==> config.mk <==
export PLATFORM = sky130hd
export DESIGN_NAME = windowed_min_delay_tracker_core
export DESIGN_NICKNAME = d
export VERILOG_FILES = /design/src/wmdt_pkg.sv /design/src/wmdt_slot_update.sv /design/src/wmdt_query.sv /design/src/windowed_min_delay_tracker_core.sv
export VERILOG_INCLUDE_DIRS = /design/src /design/src/src
export SDC_FILE = /design/constraint.sdc
export NUM_CORES = 2
export LEC_CHECK = 0
export BUFFER_PORTS_ARGS = -buffer_cell sky130_fd_sc_hd__buf_4
export CAP_MARGIN = 20
export CORE_MARGIN = 2
export CORE_UTILIZATION = 50
export DETAILED_ROUTE_END_ITERATION = 8
export HOLD_SLACK_MARGIN = 0.08
export PLACE_DENSITY = 0.67
export RECOVER_POWER = 25
export SYNTH_ARGS = -nofsm -noshare
export SYNTH_HDL_FRONTEND = slang
export SYNTH_SLANG_ARGS = --single-unit
export TNS_END_PERCENT = 20
==> constraint.sdc <==
create_clock -name aclk -period 7.3 [get_ports aclk]
set_input_delay 0.365 -clock aclk [delete_from_list [all_inputs] [get_ports aclk]]
set_output_delay 0.365 -clock aclk [all_outputs]
set_load 0.01 [all_outputs]
==> src/windowed_min_delay_tracker_core_assert.svh <==
// assertion macros for the windowed minimum delay tracker
// included by the rtl files that carry assertions; no other dependencies
`ifndef WINDOWED_MIN_DELAY_TRACKER_CORE_ASSERT_SVH
`define WINDOWED_MIN_DELAY_TRACKER_CORE_ASSERT_SVH

`ifndef SYNTHESIS
`define WMDT_ASSERT(lbl, clk, rst_n, prop) \
    lbl: assert property (@(posedge clk) disable iff (!rst_n) prop) \
        else $error("wmdt assertion failed");
`define WMDT_ASSERT_ALWAYS(lbl, clk, prop) \
    lbl: assert property (@(posedge clk) prop) \
        else $error("wmdt assertion failed");
`else
`define WMDT_ASSERT(lbl, clk, rst_n, prop)
`define WMDT_ASSERT_ALWAYS(lbl, clk, prop)
`endif

`endif

==> src/wmdt_pkg.sv <==
// shared types, constants and helpers for the windowed minimum delay tracker
// no dependencies
`default_nettype none

package wmdt_pkg;

    localparam int TIME_BITS      = 64;
    localparam int FIELD_BITS     = 64;
    localparam int CFG_BITS       = 32;
    localparam int CFG_INDEX_BITS = 8;
    localparam int CMP_BITS       = (TIME_BITS > CFG_BITS) ? TIME_BITS : CFG_BITS;

    typedef logic [TIME_BITS-1:0] time_t;
    typedef logic [1:0]           mode_t;
    typedef logic [CFG_BITS-1:0]  cfg_word_t;

    localparam mode_t MODE_INSERT = 2'd0;
    localparam mode_t MODE_QUERY  = 2'd1;
    localparam mode_t MODE_CLEAR  = 2'd2;

    localparam logic [CFG_INDEX_BITS-1:0] REG_WINDOW_LENGTH = CFG_INDEX_BITS'(0);
    localparam logic [CFG_INDEX_BITS-1:0] REG_BACK_LIMIT    = CFG_INDEX_BITS'(1);

    localparam cfg_word_t WINDOW_LENGTH_RESET = 32'd10000;
    localparam cfg_word_t BACK_LIMIT_RESET    = 32'd20000;

    // one slot: start time (zero means empty), best receive time, best delay
    typedef struct packed {
        time_t start;
        time_t recv;
        time_t delay;
    } slot_t;

    // registered input word with its delay already worked out
    typedef struct packed {
        mode_t mode;
        time_t now;
        time_t delta;
    } item_t;

    function automatic logic tnonneg(time_t d);
        return ~d[TIME_BITS-1];
    endfunction

endpackage

`default_nettype wire

==> src/wmdt_slot_update.sv <==
// next-state logic of the two slots for insert and clear words
// depends on wmdt_pkg
`default_nettype none

module wmdt_slot_update (
    input  wire wmdt_pkg::item_t     item,
    input  wire wmdt_pkg::slot_t     cur_slot,
    input  wire wmdt_pkg::slot_t     prev_slot,
    input  wire wmdt_pkg::cfg_word_t window_length,
    output wmdt_pkg::slot_t          cur_slot_next,
    output wmdt_pkg::slot_t          prev_slot_next
);

    wmdt_pkg::slot_t fresh;
    wmdt_pkg::time_t since_start;
    wmdt_pkg::time_t delay_diff;
    logic            elapsed;
    logic            better;

    assign since_start = item.now - cur_slot.start;
    assign delay_diff  = cur_slot.delay - item.delta;
    assign elapsed     = wmdt_pkg::CMP_BITS'(since_start)
                         >= wmdt_pkg::CMP_BITS'(window_length);
    assign better      = wmdt_pkg::tnonneg(delay_diff);

    always_comb begin
        fresh.start    = item.now;
        fresh.recv     = item.now;
        fresh.delay    = item.delta;
        cur_slot_next  = cur_slot;
        prev_slot_next = prev_slot;
        case (item.mode)
            wmdt_pkg::MODE_INSERT: begin
                if (cur_slot.start == '0) begin
                    cur_slot_next = fresh;
                end else if (elapsed) begin
                    // window over: current slot ages into the previous one
                    prev_slot_next = cur_slot;
                    cur_slot_next  = fresh;
                end else if (better) begin
                    cur_slot_next.recv  = item.now;
                    cur_slot_next.delay = item.delta;
                end
            end
            wmdt_pkg::MODE_CLEAR: begin
                cur_slot_next  = '0;
                prev_slot_next = '0;
            end
            default: begin
            end
        endcase
    end

endmodule

`default_nettype wire

==> src/wmdt_query.sv <==
// query result: smaller of the current and the still valid previous minimum, or zero
// while the current slot is empty; depends on wmdt_pkg
`default_nettype none

module wmdt_query (
    input  wire wmdt_pkg::item_t     item,
    input  wire wmdt_pkg::slot_t     cur_slot,
    input  wire wmdt_pkg::slot_t     prev_slot,
    input  wire wmdt_pkg::cfg_word_t back_limit,
    output wmdt_pkg::time_t          min_delay
);

    wmdt_pkg::time_t age;
    wmdt_pkg::time_t delay_diff;
    logic            too_old;
    logic            use_prev;

    assign age        = item.now - prev_slot.recv;
    assign delay_diff = cur_slot.delay - prev_slot.delay;
    // a negative age never counts as too old
    assign too_old    = wmdt_pkg::tnonneg(age)
                        && (wmdt_pkg::CMP_BITS'(age) > wmdt_pkg::CMP_BITS'(back_limit));
    assign use_prev   = (prev_slot.start != '0) && !too_old
                        && wmdt_pkg::tnonneg(delay_diff);

    always_comb begin
        if (cur_slot.start == '0) begin
            min_delay = '0;
        end else if (use_prev) begin
            min_delay = prev_slot.delay;
        end else begin
            min_delay = cur_slot.delay;
        end
    end

endmodule

`default_nettype wire

==> src/windowed_min_delay_tracker_core.sv <==
// top level of the windowed minimum delay tracker: input register, slot state,
// result register; uses wmdt_pkg, wmdt_slot_update, wmdt_query and the assert header
//
//  channel | direction | handshake         | contents
//  s_      | in        | s_tvalid/s_tready | tuser: mode; tdata: send time, local time
//  m_      | out       | m_tvalid/m_tready | tdata: min delay
//  cfg_    | in        | cfg_valid/ready   | register index and 32-bit data
//
// one word per cycle sustained while the result side keeps up; an accepted word sits in the
// input register, and a query result is then loaded into the output register, where it
// waits until m_tready takes it.
// reset empties both slots, loads the default window length and back limit and drops both
// valid flags; no word and no register write is taken while aresetn is low.
// a query held behind an untaken result stays in the input register and drops s_tready
// until m_tready rises; an insert or clear word in the input register never waits.
`default_nettype none
`include "windowed_min_delay_tracker_core_assert.svh"

module windowed_min_delay_tracker_core (
    input  wire                 aclk,
    input  wire                 aresetn,
    input  wire                 s_tvalid,
    output logic                s_tready,
    input  wire [1:0]           s_tuser,    // [1:0] mode
    input  wire [127:0]         s_tdata,    // [63:0] remote_send_time, [127:64] local_time
    output logic                m_tvalid,
    input  wire                 m_tready,
    output logic [63:0]         m_tdata,    // [63:0] min_delay
    input  wire                 cfg_valid,
    output logic                cfg_ready,
    input  wire [wmdt_pkg::CFG_INDEX_BITS-1:0] cfg_index,
    input  wire [wmdt_pkg::CFG_BITS-1:0]       cfg_data
);

    localparam int FB = wmdt_pkg::FIELD_BITS;
    localparam int TB = wmdt_pkg::TIME_BITS;

    wmdt_pkg::item_t     item_reg,  item_next;
    logic                in_valid_reg, in_valid_next;
    wmdt_pkg::slot_t     cur_slot_reg, cur_slot_next;
    wmdt_pkg::slot_t     prev_slot_reg, prev_slot_next;
    wmdt_pkg::slot_t     cur_upd, prev_upd;
    wmdt_pkg::cfg_word_t window_length_reg, window_length_next;
    wmdt_pkg::cfg_word_t back_limit_reg, back_limit_next;
    logic                m_tvalid_reg, m_tvalid_next;
    logic [FB-1:0]       m_tdata_reg, m_tdata_next;
    wmdt_pkg::time_t     query_delay;
    wmdt_pkg::time_t     in_send;
    wmdt_pkg::time_t     in_now;
    logic                is_query;
    logic                stage_fire;
    logic                s_accept;
    logic                cfg_accept;

    assign in_send    = s_tdata[TB-1:0];
    assign in_now     = s_tdata[FB+TB-1:FB];
    assign is_query   = (item_reg.mode == wmdt_pkg::MODE_QUERY);
    assign stage_fire = in_valid_reg && (!is_query || !m_tvalid_reg || m_tready);
    assign s_tready   = aresetn && (!in_valid_reg || stage_fire);
    assign s_accept   = s_tvalid && s_tready;
    assign cfg_ready  = aresetn;
    assign cfg_accept = cfg_valid && cfg_ready;
    assign m_tvalid   = m_tvalid_reg;
    assign m_tdata    = m_tdata_reg;

    wmdt_slot_update u_slot_update (
        .item           (item_reg),
        .cur_slot       (cur_slot_reg),
        .prev_slot      (prev_slot_reg),
        .window_length  (window_length_reg),
        .cur_slot_next  (cur_upd),
        .prev_slot_next (prev_upd)
    );

    wmdt_query u_query (
        .item      (item_reg),
        .cur_slot  (cur_slot_reg),
        .prev_slot (prev_slot_reg),
        .back_limit(back_limit_reg),
        .min_delay (query_delay)
    );

    always_comb begin
        // delay of the incoming sample is formed ahead of the input register
        item_next.mode  = s_tuser;
        item_next.now   = in_now;
        item_next.delta = in_now - in_send;

        in_valid_next = in_valid_reg;
        if (s_accept) begin
            in_valid_next = 1'b1;
        end else if (stage_fire) begin
            in_valid_next = 1'b0;
        end

        cur_slot_next  = cur_slot_reg;
        prev_slot_next = prev_slot_reg;
        if (stage_fire) begin
            cur_slot_next  = cur_upd;
            prev_slot_next = prev_upd;
        end

        m_tvalid_next = m_tvalid_reg;
        m_tdata_next  = m_tdata_reg;
        if (stage_fire && is_query) begin
            m_tvalid_next = 1'b1;
            m_tdata_next  = FB'(query_delay);
        end else if (m_tready) begin
            m_tvalid_next = 1'b0;
        end

        window_length_next = window_length_reg;
        back_limit_next    = back_limit_reg;
        if (cfg_accept) begin
            case (cfg_index)
                wmdt_pkg::REG_WINDOW_LENGTH: window_length_next = cfg_data;
                wmdt_pkg::REG_BACK_LIMIT:    back_limit_next    = cfg_data;
                default: begin
                end
            endcase
        end
    end

    always_ff @(posedge aclk) begin
        if (!aresetn) begin
            in_valid_reg      <= 1'b0;
            m_tvalid_reg      <= 1'b0;
            cur_slot_reg      <= '0;
            prev_slot_reg     <= '0;
            window_length_reg <= wmdt_pkg::WINDOW_LENGTH_RESET;
            back_limit_reg    <= wmdt_pkg::BACK_LIMIT_RESET;
        end else begin
            in_valid_reg      <= in_valid_next;
            m_tvalid_reg      <= m_tvalid_next;
            cur_slot_reg      <= cur_slot_next;
            prev_slot_reg     <= prev_slot_next;
            window_length_reg <= window_length_next;
            back_limit_reg    <= back_limit_next;
        end
    end

    always_ff @(posedge aclk) begin
        if (s_accept) begin
            item_reg <= item_next;
        end
        m_tdata_reg <= m_tdata_next;
    end

    `WMDT_ASSERT(a_stall_means_full, aclk, aresetn, !s_tready |-> in_valid_reg)
    `WMDT_ASSERT(a_query_loads_result, aclk, aresetn,
        (stage_fire && is_query) |=> m_tvalid_reg)
    `WMDT_ASSERT(a_empty_query_zero, aclk, aresetn,
        (stage_fire && is_query && cur_slot_reg.start == '0) |=> (m_tdata_reg == '0))
    `WMDT_ASSERT(a_clear_empties, aclk, aresetn,
        (stage_fire && item_reg.mode == wmdt_pkg::MODE_CLEAR)
        |=> (cur_slot_reg.start == '0 && prev_slot_reg.start == '0))

endmodule

`default_nettype wire
-- Word-level counts from Yosys, hierarchy flattened
Cells that the tools add are included.
- word-level logic and storage cells: 70
- output and inout bits: 67
- register bits: 644
- equal/unequal tests: 7
- mux-type cells: 13
- reductions and logical operators: 27
- add/subtract/negate cells: 5
- bitwise gates (word level): 2
- magnitude comparators: 2
- operators by type and width (operator ; number):
    192-bit case mux with 2 select lines ; 2
    192-bit 2-to-1 mux ; 3
    64-bit subtractor ; 5
    128-bit 2-to-1 mux ; 2
    64-bit 2-to-1 mux ; 2
    64-bit by 32-bit >= comparator with 1-bit output ; 1
    64-bit by 32-bit greater-than comparator with 1-bit output ; 1
    64-bit zero test ; 1
    64-bit nonzero test ; 1
    8-bit by 1-bit == test with 1-bit output (second input constant) ; 1
    1-bit logical AND ; 8
    8-bit zero test ; 1
    3-bit AND reduction ; 2
    2-bit nonzero test ; 3
    1-bit zero test ; 4
    1-bit 2-to-1 mux ; 4
    4-bit by 3-bit inequality test with 1-bit output (second input constant) ; 1
    2-bit AND reduction ; 2
    4-bit AND reduction ; 1
    1-bit logical OR ; 3
    3-bit by 1-bit inequality test with 1-bit output (second input constant) ; 1
    2-bit by 1-bit == test with 1-bit output (second input constant) ; 1
    2-bit == test (second input constant) ; 1
    2-bit zero test ; 1
    3 further kinds ; 4

-- Longest topological paths before layout
- depth in word-level cells: 9
- depth in mapped cells: 28

-- Cells and area by module
A second synthesis with hierarchy kept.
- cell total of the unflattened synthesis: 6835
- area total of the unflattened synthesis: 53262.3 um^2
- by module, submodules not included (module ; cells an instance ; times used ; area each (um^2)):
    windowed_min_delay_tracker_core ; 2791 ; 1 ; 26228.9
    wmdt_slot_update ; 2617 ; 1 ; 17187.7
    wmdt_query ; 1427 ; 1 ; 9845.7

-- Worst setup path before layout
Ideal clock, no wire load.
- kind: register to register
- start: register item_reg[64] in the netlist's numbering
- end: register prev_slot_reg[10] in the netlist's numbering
- arrival: 5.641 ns
- library setup time: 0.116 ns
- stages on the path, launching flop included: 27
- slack: 1.542 ns
- data required time: 7.184 ns
- cell sequence: edfxtp_1 inv_1 ha_1 inv_1 fa_1 a211oi_1 o21ai_2 a32oi_4 o21bai_1 a221oi_1 xnor2_1 ha_1 a2111oi_0 o21ai_0 a31oi_1 o211ai_1 or4_1 nor4_1 o2111ai_1 or4_4 nor3_2 a21oi_2 buf_6 buf_6 buf_6 nand3_1 a21boi_1
- word-level cells in the longest chain between the ends: 4
- ends and longest elaborated chain (what ; RTL line ; source):
    start, declared ; windowed_min_delay_tracker_core.sv:38 ; wmdt_pkg::item_t item_reg, item_next;
    start signal, assigned ; windowed_min_delay_tracker_core.sv:144 ; item_reg <= item_next;
    64-bit subtractor ; wmdt_slot_update.sv:20 ; assign since_start = item.now - cur_slot.start;
    64-bit by 32-bit >= comparator with 1-bit output ; wmdt_slot_update.sv:23 ; >= wmdt_pkg::CMP_BITS'(window_length);
    2-bit by 1-bit inequality test with 1-bit output (no source line) ; -- ;
    4-bit AND reduction (no source line) ; -- ;
    end signal, assigned ; windowed_min_delay_tracker_core.sv:136 ; prev_slot_reg <= prev_slot_next;
    end, declared ; windowed_min_delay_tracker_core.sv:41 ; wmdt_pkg::slot_t prev_slot_reg, prev_slot_next;
Every way passes these cells.
A chain may end at the register's enable or synchronous reset.

-- Worst setup path in the final report
- start: register item_reg[64] in the netlist's numbering
- end: register m_tdata_reg[5] (netlist: m_tdata[5]), data pin
- word-level cells in the longest chain between the ends: 7
- ends and longest elaborated chain (what ; RTL line ; source):
    64-bit subtractor * ; wmdt_query.sv:18 ; assign age = item.now - prev_slot.recv;
    64-bit by 32-bit greater-than comparator with 1-bit output or 1-bit inverter (tied branches) ; wmdt_query.sv:22, wmdt_pkg.sv:42 ;
    1-bit logical AND * ; wmdt_query.sv:22 ; && (wmdt_pkg::CMP_BITS'(age) > wmdt_pkg::CMP_BITS'(back_limit));
    1-bit zero test * ; wmdt_query.sv:23 ; assign use_prev = (prev_slot.start != '0) && !too_old
    1-bit logical AND * ; wmdt_query.sv:23 ;
    1-bit logical AND * ; wmdt_query.sv:24 ; && wmdt_pkg::tnonneg(delay_diff);
    64-bit 2-to-1 mux * ; wmdt_query.sv:29 ; end else if (use_prev) begin
    end signal, assigned ; windowed_min_delay_tracker_core.sv:146 ; m_tdata_reg <= m_tdata_next;
    end, declared ; windowed_min_delay_tracker_core.sv:46 ; logic [FB-1:0] m_tdata_reg, m_tdata_next;
Mark *: on every way between the ends. The rest lies on a longest branch, timed or not.

==> results.py <==
metrics = {
    "cells_and_area": {
        "drive_gt1_frac": 0.0592,
        "area_growth_pct": 12.9,
        "layout.nets": 5865,
        "final_cell_area_mm2": 0.0487,
        "final_cells": 6521,
    },
    "synthesis": {
        "synth_nets": 5688,
        "synth_top_area_share": 0.209,
        "synth_enable_flop_cells": 194,
        "synthTopCellsByArea": "dfxtp_1 (21%), edfxtp_1 (14%), ha_1 (11%), nand2_1 (5.0%), mux2i_1 (4.7%)",
        "synth-seq-area-share": 0.344,
        "syn_inst": 5133,
        "ys_async_sr_fraction": 0,
        "netlist_area_mm2": 0.0431,
        "synth_common_cells": "nand2_1 (579), dfxtp_1 (450), inv_1 (422)",
        "yosys.area.top_type": "dfxtp_1",
        "synth.avg_cell_area_um2": 8.40,
        "synth.most_common_cell": "nand2_1",
        "synth_warnings": 0,
        "ys_ff_latch": 644,
        "synth_ff_type": "dfxtp_1",
        "ys_types": 93,
    },
    "routing": {
        "wl_per_cell_um": 20.1,
        "first_pass_iters": 5,
        "routed_wl_um": 131000,
        "drtAntennaViolNets": 0,
        "drc": 0,
        "routed_via_density": 5.74,
        "first_iter_violations": 2675,
        "vias": 37400,
    },
    "global_route": {
        "track_usage": 0.288,
        "grt_pass1_wl_um": 203000,
        "grt_max_degree": 247,
        "antenna_found_initial": 4,
        "gr-total-overflow": 0,
        "grt_pass1_vias": 35500,
    },
    "clocking": {
        "cts_inserted_buffers": 76,
        "cts_sinks": 644,
        "cts_buffer_depth": 3,
        "path_clk_slew_ps": 60,
        "clockRootBuffer": "clkbuf_16",
        "htree_levels": 3,
        "cts_tree": "done",
        "clk_latency_ps": 650,
        "cts_setup_buffers": 0,
    },
    "timing": {
        "worstMarginPinSlew_ps": 3970,
        "maxSlewViolCount": 212,
        "final.setup.tns_ps": 0,
        "fin_crit_ps": 6810,
        "setup_viol": 0,
        "max_freq_ghz": 0.147,
        "period_share": 0.933,
        "slew_headroom": -1.65,
        "rsz0062_at_grt": "no",
        "hold_viol_final": 0,
        "fin_ws_ps": 491,
        "fin_skew_ps": 27.8,
    },
    "worst_setup_path": {
        "ff2ff_setup_slack_ps": 490,
        "startpoint_type": "register",
        "end_kind": "register",
        "crit_fanout": 63,
        "worst_ep_arrival_time_ps": 7170,
        "crit_required_ps": 7660,
        "crit_type": "register to register",
    },
    "floorplanning": {
        "die_area_mm2": 0.0886,
        "boundaryPins": 242,
        "fp.coreArea_mm2": 0.0853,
        "start_util": 0.506,
        "std_cell_rows": 107,
        "die_w_um": 298,
        "fp.dieH_um": 298,
    },
    "pwr": {
        "p_leak_uw": 0.0193,
        "powerDensity_mw_per_mm2": 195,
        "power.total_uw": 9490,
        "ir_drop_mv": 0.180,
    },
    "job": {
        "drv_cap": 4,
    },
    "placed_design": {
        "dp_slack_ps": 410,
        "detailed_place.area_mm2": 0.0455,
        "gp_congestion": 1.00,
        "hpwlAfterDp_um": 97900,
        "portBuffers": 241,
        "dp_cells": 6274,
    },
    "status": {
        "outcome": "finished with violations",
        "violations": "capacitance limit, slew limit",
    },
    "worst_hold_path": {
        "hp-class": "input port to register",
    },
}
## routing by layer
metal | global-route usage | vias up | part of all wire
li1 | - | 18400 | -
met1 | 0.411 | 17600 | 0.47
met2 | 0.445 | 1134 | 0.44
met3 | 0.0326 | 229 | 0.061
met4 | 0.110 | 0 | 0.037
met5 | 0 | - | 0
## layout make-up
type / instances / area (µm²)
clock buffers: 104 / 2220
repair buffers: 377 / 2720
flip-flops and latches: 644 / 14800
well taps: 1144 / 1430
diodes: 3 / 7.51
multi-input cells: 3789 / 25500
fillers: 7858 / 36600
clock inverters: 38 / 417
inverters: 422 / 1580
## worst paths after layout
kind | depth (start not counted) | to | startpoint
min reg2reg | 2 | window_length_reg[7]$_SDFFE_PN0P_ | window_length_reg[7]$_SDFFE_PN0P_
max | 26 | m_tdata[5]$_SDFFCE_PP0P_ | item_reg[64]$_DFFE_PP_
max reg2reg | 26 | m_tdata[5]$_SDFFCE_PP0P_ | item_reg[64]$_DFFE_PP_
min | 3 | item_reg[0]$_DFFE_PP_ | s_tdata[0]
## critical path, cell delays in order, from the launching register on
cell      delay, ps
edfxtp_1        370
inv_1            90
ha_1            160
inv_1            50
fa_1            410
a211oi_1        290
o211a_1         250
or2_1           220
o21ai_0         190
a31oi_1         340
o21bai_1        160
a21oi_1         200
xnor2_1         100
ha_1            280
nand4_1         140
nor4_2          370
nand3_1         200
a22oi_1         210
and4_1          210
nand4b_1        100
or4_1           510
nor4_1          430
nand4_1         170
nor4_2          360
a21oi_4         130
buf_12          250
mux2i_1         200
## power by group
| part | switching, µW | total (µW) | internal [µW] | leakage, µW |
|---|---|---|---|---|
| combinational | 952 | 1600 | 648 | 0.0125 |
| clock | 1630 | 3990 | 2370 | 0.00130 |
| sequential | 95.1 | 3890 | 3800 | 0.00548 |
| total | 2670 | 9490 | 6810 | 0.0193 |
## repair_timing
item	in CTS	in global routing
hold buffers	101	0
setup endpoints to repair	0	63
hold endpoints to repair	144	0
gates resized for setup	0	2
## kinds of logic (layout without fill, tap and decap cells)
logic type / after synthesis / after routing / share of synthesized area
DFF: 644 / 644 / 0.344
AOI/OAI and AO/OA: 1154 / 1154 / 0.180
muxes: 205 / 205 / 0.0477
xor gates and xnor gates: 142 / 142 / 0.0288
and+or+nand+nor: 1908 / 1908 / 0.222
buffers and inverters: 700 / 941 / 0.0669
adders and majority gates: 380 / 380 / 0.111
other: 0 / 3 / 0
## cell usage in the layout (no fill, tap or decap), types with 18 or more instances in the layout
cell type,instances
clkbuf_1,140
a21oi_1,294
o21bai_1,30
o21a_1,54
nor2_1,197
and2_1,81
nor3_1,42
a31oi_1,41
o31ai_1,18
dlygate4sd3_1,101
a21o_1,107
nor2b_1,95
a211oi_1,26
nand2b_1,292
nand4_1,108
o211ai_1,29
nand3_1,375
clkbuf_16,81
o21ai_0,152
dfxtp_1,450
xnor2_1,89
mux2i_1,201
nor4_1,53
ha_1,377
nand2_1,579
buf_4,131
a21boi_1,214
inv_1,422
edfxtp_1,194
xor2_1,53
a21boi_0,45
## metrics by stage
step	hold WS (ps)	utilization
floorplan	434	-
global placement	442	0.534
detailed placement	445	0.534
CTS	86.6	0.576
global route	126	0.571
finish	116	0.571
Note: power is estimated with default switching activity, not from simulation.
